File: config.mk
export PLATFORM = sky130hd
export DESIGN_NAME = mec_ctrl
export DESIGN_NICKNAME = d
export VERILOG_FILES = /design/src/rtl/mec_pkg.sv /design/src/rtl/mec_ctrl.sv
export SDC_FILE = /design/constraint.sdc
export NUM_CORES = 1
export LEC_CHECK = 0
export ABC_CLOCK_PERIOD_IN_PS = 4200
export BUFFER_PORTS_ARGS = -buffer_cell sky130_fd_sc_hd__buf_2
export CORE_ASPECT_RATIO = 0.8
export CORE_MARGIN = 4
export CORE_UTILIZATION = 45
export DETAILED_ROUTE_END_ITERATION = 12
export PLACE_DENSITY = 0.62
export SYNTH_ARGS = -nofsm -noshare
export SYNTH_HDL_FRONTEND = slang
export SYNTH_SLANG_ARGS = --single-unit
File: constraint.sdc
create_clock -name clock -period 4.2 [get_ports clock]
set_input_delay 0 -clock clock [delete_from_list [all_inputs] [get_ports clock]]
set_output_delay 0 -clock clock [all_outputs]
set_load 0.005 [all_outputs]
File: src/rtl/mec_pkg.sv
package mec_pkg;

   localparam int R2_W   = 35;
   localparam int P_W    = 37;
   localparam int ACC_W  = 54;
   localparam int DEN_W  = 36;
   localparam int Q_W    = 17;
   localparam int ROOT_W = 18;

   localparam logic [R2_W-1:0] INFINITY = 35'h3_FFFF_FFFF;

   typedef struct packed {
      logic signed [15:0] point_x;
      logic signed [15:0] point_y;
      logic               last_point;
   } req_type;

   typedef struct packed {
      logic signed [15:0] center_x;
      logic signed [15:0] center_y;
      logic [15:0]        radius;
      logic               found;
   } rsp_type;

   typedef enum logic [5:0] {
      S_LOAD, S_START, S_ONE, S_ONE_B,
      S_PR_A, S_PR_B, S_PR_C, S_PR_D, S_PR_E, S_PR_F, S_PR_G,
      S_CHK, S_CK_A, S_CK_B, S_CK_C, S_NEXT,
      S_TR_A, S_TR_B, S_TR_C, S_TR_D, S_TR_E, S_TR_F, S_TR_G, S_TR_H,
      S_TR_I, S_TR_J, S_TR_K, S_TR_L, S_TR_M, S_TR_N, S_TR_O, S_TR_P,
      S_TR_Q, S_TR_R, S_TR_S, S_TR_T, S_TR_U, S_TR_V,
      S_SQRT, S_SQ_W, S_OUT
   } state_type;

   typedef enum logic [3:0] {
      MUL_NONE, MUL_DI, MUL_DJ, MUL_DK, MUL_DM, MUL_B, MUL_C, MUL_D,
      MUL_NXH, MUL_NXL, MUL_NYH, MUL_NYL
   } mul_op_type;

   typedef enum logic [1:0] {
      ACC_HOLD, ACC_HI, ACC_ADD
   } acc_op_type;

   typedef struct packed {
      logic       ld_i;
      logic       ld_j;
      logic       ld_k;
      mul_op_type mul_op;
      acc_op_type acc_op;
      logic       b_ld;
      logic       c_ld;
      logic       d_ld;
      logic       r2_ld;
      logic       r2_max;
      logic       cand_pair;
      logic       cand_x_ld;
      logic       cand_y_ld;
      logic       div_start;
      logic       best_clr;
      logic       best_one;
      logic       best_upd;
      logic       sqrt_start;
      logic       rsp_ld;
   } cmd_type;

   typedef struct packed {
      logic d_zero;
      logic cand_ok;
      logic r2_lt_best;
      logic p_gt_r2;
      logic div_busy;
      logic sqrt_busy;
   } sts_type;

endpackage

File: src/rtl/mec_ctrl.sv
module mec_ctrl #(
   parameter int MAX_POINTS = 64
) (
   input  logic                          clock,
   input  logic                          reset,
   input  logic                          req_valid,
   input  logic                          req_last,
   output logic                          req_stall,
   output logic                          rsp_valid,
   input  logic                          rsp_stall,
   output mec_pkg::cmd_type              cmd,
   input  mec_pkg::sts_type              sts,
   output logic                          wr_en,
   output logic [$clog2(MAX_POINTS)-1:0] wr_addr,
   output logic [$clog2(MAX_POINTS)-1:0] rd_addr
);

   localparam int IW = $clog2(MAX_POINTS);
   localparam int CW = $clog2(MAX_POINTS + 1);
   localparam int AW = CW + 1;
   localparam logic [CW-1:0] MAX_CNT = CW'(MAX_POINTS);

   mec_pkg::state_type state_ff, state_in;
   logic [CW-1:0] count_ff, count_in;
   logic [IW-1:0] i_ff, i_in, j_ff, j_in, k_ff, k_in, m_ff, m_in;
   logic          tri_ff, tri_in;
   logic          rsp_valid_ff, rsp_valid_in;
   logic [AW-1:0] cnt_w, i_w, j_w, k_w, m_w;
   logic          m_last;

   assign cnt_w  = AW'(count_ff);
   assign i_w    = AW'(i_ff);
   assign j_w    = AW'(j_ff);
   assign k_w    = AW'(k_ff);
   assign m_w    = AW'(m_ff);
   assign m_last = (m_w + AW'(1) == cnt_w);

   always_ff @(posedge clock) begin
      if (reset) begin
         state_ff     <= mec_pkg::S_LOAD;
         count_ff     <= '0;
         rsp_valid_ff <= 1'b0;
         tri_ff       <= 1'b0;
      end else begin
         state_ff     <= state_in;
         count_ff     <= count_in;
         rsp_valid_ff <= rsp_valid_in;
         tri_ff       <= tri_in;
      end
      i_ff <= i_in;
      j_ff <= j_in;
      k_ff <= k_in;
      m_ff <= m_in;
   end

   always_comb begin
      state_in     = state_ff;
      count_in     = count_ff;
      i_in         = i_ff;
      j_in         = j_ff;
      k_in         = k_ff;
      m_in         = m_ff;
      tri_in       = tri_ff;
      rsp_valid_in = rsp_valid_ff & rsp_stall;
      unique case (state_ff)
         mec_pkg::S_LOAD: begin
            if (req_valid) begin
               if (count_ff < MAX_CNT) count_in = count_ff + CW'(1);
               if (req_last) state_in = mec_pkg::S_START;
            end
         end
         mec_pkg::S_START: begin
            i_in   = '0;
            j_in   = IW'(1);
            tri_in = 1'b0;
            state_in = (count_ff == CW'(1)) ? mec_pkg::S_ONE : mec_pkg::S_PR_A;
         end
         mec_pkg::S_ONE:   state_in = mec_pkg::S_ONE_B;
         mec_pkg::S_ONE_B: state_in = mec_pkg::S_SQRT;
         mec_pkg::S_PR_A:  state_in = mec_pkg::S_PR_B;
         mec_pkg::S_PR_B:  state_in = mec_pkg::S_PR_C;
         mec_pkg::S_PR_C:  state_in = mec_pkg::S_PR_D;
         mec_pkg::S_PR_D:  state_in = mec_pkg::S_PR_E;
         mec_pkg::S_PR_E:  state_in = mec_pkg::S_PR_F;
         mec_pkg::S_PR_F:  state_in = mec_pkg::S_PR_G;
         mec_pkg::S_PR_G:  state_in = mec_pkg::S_CHK;
         mec_pkg::S_CHK: begin
            m_in = '0;
            state_in = sts.r2_lt_best ? mec_pkg::S_CK_A : mec_pkg::S_NEXT;
         end
         mec_pkg::S_CK_A: state_in = mec_pkg::S_CK_B;
         mec_pkg::S_CK_B: state_in = mec_pkg::S_CK_C;
         mec_pkg::S_CK_C: begin
            if (sts.p_gt_r2 || m_last) begin
               state_in = mec_pkg::S_NEXT;
            end else begin
               m_in = m_ff + IW'(1);
               state_in = mec_pkg::S_CK_A;
            end
         end
         mec_pkg::S_NEXT: begin
            if (!tri_ff) begin
               if (j_w + AW'(1) < cnt_w) begin
                  j_in = j_ff + IW'(1);
                  state_in = mec_pkg::S_PR_A;
               end else if (i_w + AW'(2) < cnt_w) begin
                  i_in = i_ff + IW'(1);
                  j_in = i_ff + IW'(2);
                  state_in = mec_pkg::S_PR_A;
               end else if (cnt_w >= AW'(3)) begin
                  tri_in = 1'b1;
                  i_in = '0;
                  j_in = IW'(1);
                  k_in = IW'(2);
                  state_in = mec_pkg::S_TR_A;
               end else begin
                  state_in = mec_pkg::S_SQRT;
               end
            end else begin
               if (k_w + AW'(1) < cnt_w) begin
                  k_in = k_ff + IW'(1);
                  state_in = mec_pkg::S_TR_A;
               end else if (j_w + AW'(2) < cnt_w) begin
                  j_in = j_ff + IW'(1);
                  k_in = j_ff + IW'(2);
                  state_in = mec_pkg::S_TR_A;
               end else if (i_w + AW'(3) < cnt_w) begin
                  i_in = i_ff + IW'(1);
                  j_in = i_ff + IW'(2);
                  k_in = i_ff + IW'(3);
                  state_in = mec_pkg::S_TR_A;
               end else begin
                  state_in = mec_pkg::S_SQRT;
               end
            end
         end
         mec_pkg::S_TR_A: state_in = mec_pkg::S_TR_B;
         mec_pkg::S_TR_B: state_in = mec_pkg::S_TR_C;
         mec_pkg::S_TR_C: state_in = mec_pkg::S_TR_D;
         mec_pkg::S_TR_D: state_in = mec_pkg::S_TR_E;
         mec_pkg::S_TR_E: state_in = mec_pkg::S_TR_F;
         mec_pkg::S_TR_F: state_in = mec_pkg::S_TR_G;
         mec_pkg::S_TR_G: state_in = mec_pkg::S_TR_H;
         mec_pkg::S_TR_H: state_in = mec_pkg::S_TR_I;
         mec_pkg::S_TR_I: state_in = sts.d_zero ? mec_pkg::S_NEXT : mec_pkg::S_TR_J;
         mec_pkg::S_TR_J: state_in = mec_pkg::S_TR_K;
         mec_pkg::S_TR_K: state_in = mec_pkg::S_TR_L;
         mec_pkg::S_TR_L: state_in = mec_pkg::S_TR_M;
         mec_pkg::S_TR_M: if (!sts.div_busy) state_in = mec_pkg::S_TR_N;
         mec_pkg::S_TR_N: state_in = sts.cand_ok ? mec_pkg::S_TR_O : mec_pkg::S_NEXT;
         mec_pkg::S_TR_O: state_in = mec_pkg::S_TR_P;
         mec_pkg::S_TR_P: state_in = mec_pkg::S_TR_Q;
         mec_pkg::S_TR_Q: state_in = mec_pkg::S_TR_R;
         mec_pkg::S_TR_R: if (!sts.div_busy) state_in = mec_pkg::S_TR_S;
         mec_pkg::S_TR_S: state_in = sts.cand_ok ? mec_pkg::S_TR_T : mec_pkg::S_NEXT;
         mec_pkg::S_TR_T: state_in = mec_pkg::S_TR_U;
         mec_pkg::S_TR_U: state_in = mec_pkg::S_TR_V;
         mec_pkg::S_TR_V: state_in = mec_pkg::S_CHK;
         mec_pkg::S_SQRT: state_in = mec_pkg::S_SQ_W;
         mec_pkg::S_SQ_W: if (!sts.sqrt_busy) state_in = mec_pkg::S_OUT;
         mec_pkg::S_OUT: begin
            if (!rsp_valid_ff || !rsp_stall) begin
               rsp_valid_in = 1'b1;
               count_in = '0;
               state_in = mec_pkg::S_LOAD;
            end
         end
         default: state_in = mec_pkg::S_LOAD;
      endcase
   end

   always_comb begin
      cmd       = '0;
      rd_addr   = i_ff;
      wr_en     = 1'b0;
      wr_addr   = count_ff[IW-1:0];
      req_stall = 1'b1;
      unique case (state_ff)
         mec_pkg::S_LOAD: begin
            req_stall = 1'b0;
            wr_en = req_valid && (count_ff < MAX_CNT);
         end
         mec_pkg::S_START: begin
            rd_addr = '0;
            cmd.best_clr = 1'b1;
         end
         mec_pkg::S_ONE:   cmd.ld_i = 1'b1;
         mec_pkg::S_ONE_B: cmd.best_one = 1'b1;
         mec_pkg::S_PR_A:  rd_addr = i_ff;
         mec_pkg::S_PR_B: begin
            cmd.ld_i = 1'b1;
            rd_addr = j_ff;
         end
         mec_pkg::S_PR_C: cmd.ld_j = 1'b1;
         mec_pkg::S_PR_D: cmd.cand_pair = 1'b1;
         mec_pkg::S_PR_E: cmd.mul_op = mec_pkg::MUL_DI;
         mec_pkg::S_PR_F: begin
            cmd.r2_ld = 1'b1;
            cmd.mul_op = mec_pkg::MUL_DJ;
         end
         mec_pkg::S_PR_G: cmd.r2_max = 1'b1;
         mec_pkg::S_CK_A: rd_addr = m_ff;
         mec_pkg::S_CK_B: cmd.mul_op = mec_pkg::MUL_DM;
         mec_pkg::S_CK_C: cmd.best_upd = !sts.p_gt_r2 && m_last;
         mec_pkg::S_TR_A: rd_addr = i_ff;
         mec_pkg::S_TR_B: begin
            cmd.ld_i = 1'b1;
            rd_addr = j_ff;
         end
         mec_pkg::S_TR_C: begin
            cmd.ld_j = 1'b1;
            rd_addr = k_ff;
         end
         mec_pkg::S_TR_D: cmd.ld_k = 1'b1;
         mec_pkg::S_TR_E: cmd.mul_op = mec_pkg::MUL_B;
         mec_pkg::S_TR_F: begin
            cmd.b_ld = 1'b1;
            cmd.mul_op = mec_pkg::MUL_C;
         end
         mec_pkg::S_TR_G: begin
            cmd.c_ld = 1'b1;
            cmd.mul_op = mec_pkg::MUL_D;
         end
         mec_pkg::S_TR_H: cmd.d_ld = 1'b1;
         mec_pkg::S_TR_I: cmd.mul_op = mec_pkg::MUL_NXH;
         mec_pkg::S_TR_J: begin
            cmd.acc_op = mec_pkg::ACC_HI;
            cmd.mul_op = mec_pkg::MUL_NXL;
         end
         mec_pkg::S_TR_K: cmd.acc_op = mec_pkg::ACC_ADD;
         mec_pkg::S_TR_L: cmd.div_start = 1'b1;
         mec_pkg::S_TR_M: cmd.cand_x_ld = !sts.div_busy;
         mec_pkg::S_TR_N: cmd.mul_op = mec_pkg::MUL_NYH;
         mec_pkg::S_TR_O: begin
            cmd.acc_op = mec_pkg::ACC_HI;
            cmd.mul_op = mec_pkg::MUL_NYL;
         end
         mec_pkg::S_TR_P: cmd.acc_op = mec_pkg::ACC_ADD;
         mec_pkg::S_TR_Q: cmd.div_start = 1'b1;
         mec_pkg::S_TR_R: cmd.cand_y_ld = !sts.div_busy;
         mec_pkg::S_TR_S: cmd.mul_op = mec_pkg::MUL_DI;
         mec_pkg::S_TR_T: begin
            cmd.r2_ld = 1'b1;
            cmd.mul_op = mec_pkg::MUL_DJ;
         end
         mec_pkg::S_TR_U: begin
            cmd.r2_max = 1'b1;
            cmd.mul_op = mec_pkg::MUL_DK;
         end
         mec_pkg::S_TR_V: cmd.r2_max = 1'b1;
         mec_pkg::S_SQRT: cmd.sqrt_start = 1'b1;
         mec_pkg::S_OUT:  cmd.rsp_ld = !rsp_valid_ff || !rsp_stall;
         default: ;
      endcase
   end

   assign rsp_valid = rsp_valid_ff;

   a_rsp_src: assert property (@(posedge clock) disable iff (reset)
      $rose(rsp_valid_ff) |-> $past(state_ff == mec_pkg::S_OUT))
      else $error("result raised outside output state");

   a_count_max: assert property (@(posedge clock) disable iff (reset)
      count_ff <= MAX_CNT)
      else $error("point count above store depth");

   a_tri_order: assert property (@(posedge clock) disable iff (reset)
      (tri_ff && state_ff == mec_pkg::S_TR_E) |-> (i_ff < j_ff && j_ff < k_ff))
      else $error("triple indices out of order");

endmodule

==> results.txt, run 1 <==
* Status: finished clean
* Quantity of I/O buffers inserted on ports: between 40 and 50
* Static Leak: about 1.9 nW
* Synth area leaders: edfxtp_1, ha_1, dfxtp_1, xnor2_1, nand2_1
- The via count of the first global-routing pass was about 4,100.
* Area of the multi-input gates: approximately 3100 um^2
- In this run, the number of DRC markers left after iteration 0 of detailed routing was ~740.
- Setup slack of the most critical reg-to-reg path: 0.68 ns
- The min-delay analysis places its worst path in the category in -> reg.
- In the final routed layout, each cell accounts on average for 19.46 um.
* Area delta synth->final: 8.390%
* Post-layout net count: between 600 and 700
- Pin count of the biggest net entering global routing: 29
* Prevailing post-synth register cell: edfxtp_1
* Most repeated library cell on the critical path: ha_1
* Number of buffers on the longest clock path: 2
* CTS tree: done
* Minimum hold slack: between 0.01 and 0.015 ns
- Gr ovfl total: 0
- Worst path max stage delay: about 0.5 ns
* Final antenna diode count: 0
* Post-Syn Nets: roughly 600
- At the end of routability-driven placement, the weighted congestion stood at 0.9640.
- Core region area: a little under 10,000 um^2
- The largest total area in the synthesized netlist belongs to edfxtp_1.
* Hold Path Stages: 3
- Mean instance size in the synthesized netlist: 8.039 um^2
- Number of setup violations in the final report: 0
- Setup clock skew after layout: about 0.0065 ns
- CTS root buffer: clkbuf_16
- The signal on the critical path passes through ha_1 -> nand3_1 -> xnor2_1 -> ha_1 -> and3_2 -> a221o_2 -> a31oi_2 -> nor2b_1 -> a221oi_1 -> a211o_1.
* Combined area of all synthesized cells: ~4400 um^2
- The layout has approximately 930 filler cells.
* Max Fanout on Critical Path: 8
- Detailed placement ended at an HPWL of between 10,000 and 15,000 um.
- Counting flops with an async set or reset pin after synthesis yields a share of 0%.
* Number of distinct library cells after synthesis: 76
- After clock tree synthesis, the clock-pin slew on the worst setup and hold paths is about 0.06 ns.
- The later pin in the worst-skew pair is clocked with a latency of approximately 0.28 ns.
- Reported max-cap violation count: 0
- The slowest stage of the critical path is the edfxtp_1 cell.
- Cells with a size suffix above 1 make up about 15% of the layout.
- Final routed wirelength across all metal layers: 13,470 um
- For this design, the CTS-stage hold fixing added 0 buffers.
- Combined flip-flop and latch cell area: between 1000 and 1500 um^2
- The number of slew-limit violations in the final report was 0.
- Die Area: roughly 12,000 um^2
- Starting density of the core: approximately 46%
* Deepest level of the CTS H-tree: 2
- For the worst setup path, the data arrival time is around 3.6 ns.
- Endpoints failing hold: 0
* YS warnings: 0
- After detailed routing, the number of remaining DRC violations is 0.
- Maximum clock frequency: about 280 MHz
- Once the clock tree was built, the resizer swapped 0 gates to a different size.
- At the worst endpoint, the required time is approximately 4.2 ns.
- Measured in cells, the most critical reg-to-reg path has a length of 10.
- RSZ-0062 raised after global routing: no
- Number of buffers inserted during clock tree synthesis: 5
- Total power divided by cell area: between 200 and 300 nW/um^2
- Die Span Y: around 97 um
- STA classifies the critical path startpoint as a flop.
- The synthesized design contains 39 register bits.
- The top cell types in the final layout, fill and taps aside, are nand2_1, nor2_1, buf_2, ha_1, a21oi_1.
- Dividing the detail-routed via count by the number of cells gives approximately 6.4.
* Actual slew at the worst max-slew pin: approximately 1.1 ns
* Synthesized instance count: 551
- Post-Route Setup TNS: 0 ns
* Yosys top cell area share: between 15 and 20%
* EDFF count, synth: 24
- GRT Resource Usage Total: approximately 23%
- In this run the horizontal extent of the chip is around 120 um.
- Sequential-to-total area share from yosys stat: a little under a quarter
- Worst setup path category: reg -> reg
- Sinks on the clock net: 39
- The library cell used most frequently in the layout, excluding fill and tap cells, is nand2_1.
- IR analysis of the VDD net gives a maximum drop of ~200 uV.
- For this run, the detailed router's first-pass iteration total came to 6.
- Final worst-path cycle share: roughly 84%
- Vias post-DR: between 4,000 and 5,000
* Row count: 32
- Shortest clock period the worst path allows after layout: about 3.5 ns
- Once detail routing completed, the nets flagged for antenna violations numbered 0.
* Buffers inserted during post-CTS setup optimization: 0
- I/O pin count: slightly below 50
* Slew HR: between 20% and 30%
* Wire length of the first global-routing pass: about 22,000 um
* Crit path capture type: flop
* Number of antenna violations at the first check in global routing: 0
## cells in the mapped netlist (7+ instances only)
master    instances
nand2_1          54
nor2_1           52
ha_1             40
a21oi_1          30
xnor2_1          26
edfxtp_1         24
clkbuf_1         23
inv_1            19
nand3_1          19
o21ai_0          18
nor3_1           16
dfxtp_1          15
mux2i_1          14
nand2b_1         14
nor2b_1          14
xor2_1           13
nand4_1          10
nor4_1            9
and3_1            8
a221oi_1          7
o22ai_1           7
## per-stage QoR
step / instances / util, % / total power, mW / setup WS, ns / area, um^2
finish: 692 / 49.96 / 1.211 / 0.6817 / 4801
global route: 692 / 49.96 / 1.279 / 0.4352 / 4801
CTS: 692 / 49.96 / 1.208 / 0.7272 / 4801
detailed placement: 684 / 48.49 / 0.8325 / 0.7462 / 4659
global placement: 684 / 48.49 / 0.8254 / 0.8535 / 4659
floorplan: 551 / - / 0.7282 / 1.100 / 4429
## final timing paths
check / start / to
setup / recovery: i_ff[2] / j_ff[0]
hold / removal: rsp_stall / rsp_valid
setup reg to reg: i_ff[2] / j_ff[0]
hold reg to reg: rsp_valid / rsp_valid
## layout make-up
cell class / count / area share [%]
Multi-Input combinational cell: 451 / 64.95
Clock buffer: 6 / 2.710
Timing Repair Buffer: 56 / 6.255
Tap cell: 119 / 3.101
Inverter: 19 / 1.486
Clock inverter: 2 / 0.2346
Sequential cell: 39 / 21.27
## critical path: cells and delay by family, from the launching register on
kind / cells / cell delay (ns)
AO/OA/AOI/OAI: 4 / 1.09
AND/OR/NAND/NOR: 3 / 0.75
adder cells (fa/ha/maj): 2 / 0.63
flip-flops: 1 / 0.51
XOR/XNOR: 1 / 0.29
## registers in the layout (all words and copies together), names as in the netlist
signal / cells
rsp_valid: 1
m_ff: 6
j_ff: 6
state_ff: 6
tri_ff: 1
count_ff: 7
k_ff: 6
i_ff: 6
## cell families after synthesis
logic type	share of synthesized area (%)
AND/OR/NAND/NOR	26.58
buffers and inverters	6.553
XOR/XNOR	7.712
flip-flops	23.05
AO/OA/AOI/OAI	20.40
multiplexers	4.181
adder cells (fa/ha/maj)	11.53
## power by group
part,switching (mW),leakage (nW),internal [mW]
registers,0.0322,0.325,0.420
clock network,0.154,0.0741,0.222
logic,0.230,1.54,0.153
total,0.417,1.93,0.794
## routing by layer
layer | vias up | track usage (%) | part of all wire (%)
met5 | - | 0 | 0
met4 | 0 | 4.096 | 1.7
li1 | 2077 | - | -
met2 | 241 | 31.44 | 41
met3 | 24 | 6.137 | 10
met1 | 2066 | 36.44 | 47
Note: power is estimated with default switching activity, not from simulation.
==> run 2: changes to the inputs <==
--- a/config.mk
+++ b/config.mk
@@ -5,13 +5,13 @@
 export SDC_FILE = /design/constraint.sdc
 export NUM_CORES = 1
 export LEC_CHECK = 0
-export ABC_CLOCK_PERIOD_IN_PS = 4200
+export ABC_CLOCK_PERIOD_IN_PS = 2950
 export BUFFER_PORTS_ARGS = -buffer_cell sky130_fd_sc_hd__buf_2
 export CORE_ASPECT_RATIO = 0.8
 export CORE_MARGIN = 4
 export CORE_UTILIZATION = 45
 export DETAILED_ROUTE_END_ITERATION = 12
-export PLACE_DENSITY = 0.62
+export PLACE_DENSITY = 0.64
 export SYNTH_ARGS = -nofsm -noshare
 export SYNTH_HDL_FRONTEND = slang
 export SYNTH_SLANG_ARGS = --single-unit
==> constraint.sdc (replaced) <==
create_clock -name clock -period 2.95 [get_ports clock]
set_input_delay 0 -clock clock [delete_from_list [all_inputs] [get_ports clock]]
set_output_delay 0 -clock clock [all_outputs]
set_load 0.005 [all_outputs]
==> results.txt, run 2 (synthesized netlist as in run 1, its figures left out) <==
* Final antenna diode count: 0
* I/O pin count: 49
- Crit path capture type: flop
* Worst setup path category: reg -> reg
- Die Area: around 12,000 um^2
- Routability Congestion: ~0.92
- For this run, design rule violations remaining after detail routing come to 0.
- Across all hold checks on the routed design, the worst slack comes to approximately 0.0070 ns.
- Final worst-path cycle share: 101.6%
- Detailed-routing iteration count for the pre-antenna-repair pass: 6
- Min-Delay Startpoint: rsp_stall
* Most common library cell in the layout ignoring fill and taps: buf_4
* Worst path required time: between 3 and 4 ns
- Total design power: ~1.9 mW
- Worst setup margin: -0.04697 ns
- DP Wirelength: ~11,000 um
- Share of final-layout standard cells stronger than drive strength 1: 27.86%
- Most flops, register: count_ff
- Number of setup violations in the final report: 8
- For the worst-skew pair, the clock arrives at the later sink with an insertion delay of about 0.29 ns.
- Post-Route Setup TNS: -0.1335 ns
- Quantity of I/O buffers inserted on ports: 48
* Number of buffers inserted during clock tree synthesis: 5
* GRT Resource Usage Total: 23.88%
- For the final database, setup skew stands at between 0.002 and 0.0025 ns.
- The number of slew-limit violations in the final report was 0.
* Post-layout net count: 689
- Via count of the first global-routing pass: 4,331
- Crit path from: i_ff[2]
- Measured along the y axis, the die boundary spans ~97 um.
* Routed vias/inst: between 6 and 7
* Number of antenna violations at the first check in global routing: 0
* Core region area: just under 10,000 um^2
- CTS clock-pin slew for the worst setup and hold paths: roughly 0.060 ns
- Worst VDD drop: 314.4 uV
- The routed design could run at a clock period as short as 2.997 ns.
* Sinks on the clock net: 39
* Deepest level of the CTS H-tree: 2
* Total power divided by cell area: between 300 and 400 nW/um^2
- Finished Core Util: a little under three fifths
- The detail route stage leaves a number of antenna-violating nets equal to 0.
* Post-Place Worst Slack: -0.07425 ns
- Endpoints failing hold: 0
* Wire length of the first global-routing pass: ~23,000 um
- Static Leak: around 2.3 nW
- The run finished, with violations left.
- RSZ-0062 raised after global routing: yes
* Gr ovfl total: 0
- The first routing iteration left 570 violations.
* Number of buffers on the longest clock path: 2
- For this configuration, the core starts out at a cell density of 46.09%.
- Slew HR: between 20% and 30%
* Worst Hold Class: in -> reg
* Arrival time at the worst endpoint: 3.17 ns
- The final layout contains routed wiring with a total length of about 14,000 um.
- The worst register-to-register path begins at i_ff[2].
* Reported max-cap violation count: 0
- Number of flip-flops under the largest register name: 7
* Hold-fix buffers, CTS: 0
- Violations in the final reports: negative setup slack
* Wire length per cell: 18.98 um
- The top cell types in the final layout, fill and taps aside, are buf_4, nand2_1, nor2_1, buf_2, ha_1.
- CTS root buffer: clkbuf_16
* CTS tree: done
- STA classifies the critical path startpoint as a flop.
- Derived from the worst setup path, the maximum achievable clock frequency is ~330 MHz.
- For this block, the via count after detailed routing is around 4,700.
- Of all nets on the critical path, the largest fanout is 6.
- Actual slew at the worst max-slew pin: around 1.1 ns
- Entering global routing, the biggest net connects 30 pins.
- After floorplanning, the core was divided into 32 placement rows.
- Compared with the post-synthesis result, the final layout area differs by 23.33%.
- Die width: approximately 120 um
[run 2: cell count changes in the layout (fill, tap and decap cells not counted), sizes merged]
cell / before / now
buf: 56 / 122
clkbuf: 6 / 7
inv: 20 / 19
[run 2: path summary, 6_finish.rpt]
path	end	slack (ns)	depth (start not counted)
max reg2reg	state_ff[1]	-0.05	10
min	rsp_valid	0.007	3
min reg2reg	rsp_valid	0.52	2
max	state_ff[1]	-0.05	10
[run 2: final cells by class]
class,count,area [um^2]
clock buffers,7,132.6
clock inverters,1,5.005
fillers,877,4146
inverters,19,71.32
multi-input cells,451,3288
flip-flops and latches,39,1021
well taps,119,148.9
repair buffers,122,795.8
[run 2: repair_timing]
action	in CTS	in global routing
endpoints found under the hold margin	0	0
gates cloned	0	0
pin swaps	2	12
resized for setup	4	27
setup endpoints to repair	24	29
setup buffers	0	10
[run 2: worst max-delay path, stage by stage, from the launching register on]
cell	delay [ns]
edfxtp_1	0.42
buf_4	0.19
nand3_1	0.16
xnor2_2	0.23
ha_1	0.26
and3_2	0.24
a221o_2	0.36
a31oi_4	0.22
nor3_2	0.08
or4_1	0.49
o31a_1	0.24
[run 2: per-layer routing]
layer | GRT usage (%) | vias up | wire (um)
met3 | 6.020 | 19 | 1214
met1 | 36.30 | 2206 | 6954
met5 | 0 | - | 0
met2 | 34.15 | 210 | 6074
li1 | - | 2221 | -
met4 | 4.452 | 0 | 140
[run 2: metrics by stage]
stage / cell area [um^2] / cells
finish: 5463 / 758
global placement: 5094 / 740
floorplan: 4444 / 551
CTS: 5259 / 748
global route: 5463 / 758
detailed placement: 5094 / 740
[run 2: power by group]
group          total [mW]  switching [mW]  internal [mW]
registers           0.626          0.0292          0.597
logic               0.708           0.392          0.316
clock network       0.538           0.225          0.313
total                1.87           0.646           1.23
==> run 3: changes to the inputs <==
--- a/config.mk
+++ b/config.mk
@@ -9,9 +9,9 @@
 export BUFFER_PORTS_ARGS = -buffer_cell sky130_fd_sc_hd__buf_2
 export CORE_ASPECT_RATIO = 0.8
 export CORE_MARGIN = 4
-export CORE_UTILIZATION = 45
+export CORE_UTILIZATION = 30
 export DETAILED_ROUTE_END_ITERATION = 12
-export PLACE_DENSITY = 0.64
+export PLACE_DENSITY = 0.46
 export SYNTH_ARGS = -nofsm -noshare
 export SYNTH_HDL_FRONTEND = slang
 export SYNTH_SLANG_ARGS = --single-unit
==> results.txt, run 3 (synthesized netlist as in run 1, its figures left out) <==
- Worst setup path category: reg -> reg
- Worst setup margin: 0.03446 ns
* Number of buffers on the longest clock path: 2
- Worst VDD drop: about 230 uV
* Reported max-cap violation count: 0
- Of all nets on the critical path, the largest fanout is 5.
- In the global route stage, met1 resource usage came out at about 28%.
- Die Area: about 17,000 um^2
* DP Wirelength: 12,220 um
- At the pin with the least slew margin, the transition time is just under 0.9 ns.
* Number of standard cells in the layout, taps in and fillers out: 811
- Status: finished clean
- The worst path uses between 90% and 100% of the clock period.
- After floorplanning, the core was sized to cover roughly 14,000 um^2.
- Deepest level of the CTS H-tree: 2
- GRT Resource Usage Total: roughly 18%
- Worst path required time: 3.14 ns
- Met2 demand-to-capacity share in global routing: between 20% and 30%
- Post-layout net count: a little under 700
- Hold-fix buffers, CTS: 0
- The library cells used most frequently in the layout, excluding fill and tap cells, are buf_4, nand2_1, nor2_1, buf_2, ha_1.
- Arrival time at the worst endpoint: ~3.1 ns
- Dividing total power by cell area gives a power density of 358.5 nW/um^2.
- Vias post-DR: 4,544
- The repair_antennas step left the layout with diodes totalling 0.
* Number of flip-flops under the largest register name: 7
* Routability Congestion: 0.9080
* I/O pin count: 49
* CTS root buffer: clkbuf_16
- Setup violations remaining at the end of the flow were counted as 0.
* Most common library cell in the layout ignoring fill and taps: buf_4
- On the final layout, the worst clock skew is 0.008095 ns.
* Slew HR: about two fifths
* Worst Hold Class: in -> reg
- Die width: 143.9 um
- Overall power consumption after layout is estimated at a little under 2 mW.
- Clock latency on the worst-skew pair, taken at its later pin, is 0.29 ns.
- The number of slew-limit violations in the final report is 0.
- Global routing used under 10% of the available met3 tracks.
- Die Span Y: approximately 120 um
- Quantity of I/O buffers inserted on ports: 48
- In the final layout, the share of cells above drive strength 1 is roughly a quarter.
- The tree built by TritonCTS fans out to 39 sinks.
- Starting density of the core: 30.77%
- The first TritonRoute pass finished after 5 iterations.
- met1 is the most crowded layer.
- Routed vias/inst: roughly 5.6
* Design area: roughly 5500 um^2
- Gr ovfl total: 0
- The initial antenna violation count was 1.
* Wire length per cell: 19.21 um
- Detailed Route Iter0 Violations: just over 400
- Pin count of the biggest net entering global routing: 28
- The placed instances occupy a cell area of around 5000 um^2.
* CTS tree: done
* Via count of the first global-routing pass: about 4,300
* DRT antenna net count: 0
- STA classifies the critical path endpoint as a flop.
- For this block, the routed nets add up to about 16,000 um of wire.
* Count of placed standard cells including taps: between 700 and 800
* Kind of start point of the critical path: flop
* Post-Place Worst Slack: approximately 0.010 ns
- Buffers inserted during clock tree synthesis total 5.
- Maximum clock frequency: between 300 and 400 MHz
- Setup repair after global routing could not meet its margin everywhere.
* Wire length of the first global-routing pass: ~24,000 um
- DRC violation count after routing: 0
* Row count: 39
- Most flops, register: count_ff
- Clock-pin slew was measured on the worst setup and hold paths at around 0.07 ns.
- Relative to the synthesized area, the layout overhead comes to 23.08%.
- Endpoints failing hold: 0
* Shortest clock period the worst path allows after layout: about 3 ns
- Static Leak: approximately 2.2 nW
run 3: worst paths after layout:
check,endpoint,slack (ns),cells past startpoint,start
hold / removal,rsp_valid,0.03,3,rsp_stall
hold reg to reg,rsp_valid,0.54,2,rsp_valid
setup reg to reg,state_ff[1],0.03,10,j_ff[1]
setup / recovery,state_ff[1],0.03,10,j_ff[1]
run 3: area by class of cell:
type | count | area [um^2]
multi-input combinational | 451 | 3244
timing repair buffer | 110 | 718.2
clock inverter | 3 | 38.79
tap | 184 | 230.2
sequential | 39 | 1021
clock buffer | 5 | 125.1
inverter | 19 | 73.82
fill | 1462 | 8944
run 3: per-stage QoR:
step | hold WS (ns) | setup TNS (ns) | utilization (%)
final | 0.02899 | 0 | 37.87
after detailed placement | 0.2791 | 0 | 35.72
after global routing | 0.06597 | -0.3814 | 37.87
after global placement | 0.2673 | 0 | 35.72
after CTS | 0.02364 | -0.002118 | 36.86
after floorplan | 0.03544 | -0.03553 | -
run 3: critical path: stages (launching register included):
cell	delay [ns]
edfxtp_1	0.39
ha_2	0.20
nand4_1	0.14
xnor2_2	0.17
ha_1	0.30
and3_4	0.17
a221o_1	0.36
a31oi_4	0.26
nor3_4	0.07
or4_1	0.51
o31a_1	0.25
run 3: what timing repair did:
item	in CTS	in global routing
gates cloned	0	0
setup buffers	0	4
pin swaps	0	7
hold endpoints to repair	0	0
gates resized for setup	0	24
setup endpoints to repair	1	29
run 3: where the power goes:
part	internal (mW)	total [mW]	leakage, nW	switching (mW)
clock network	0.395	0.636	0.0812	0.241
logic	0.303	0.693	1.84	0.390
registers	0.597	0.625	0.325	0.0288
run 3: metal layers:
| layer | vias up | routed length, um |
|---|---|---|
| met5 | - | 0 |
| met4 | 0 | 106 |
| met3 | 9 | 1364 |
| met2 | 165 | 6407 |
| met1 | 2182 | 7703 |
| li1 | 2188 | - |
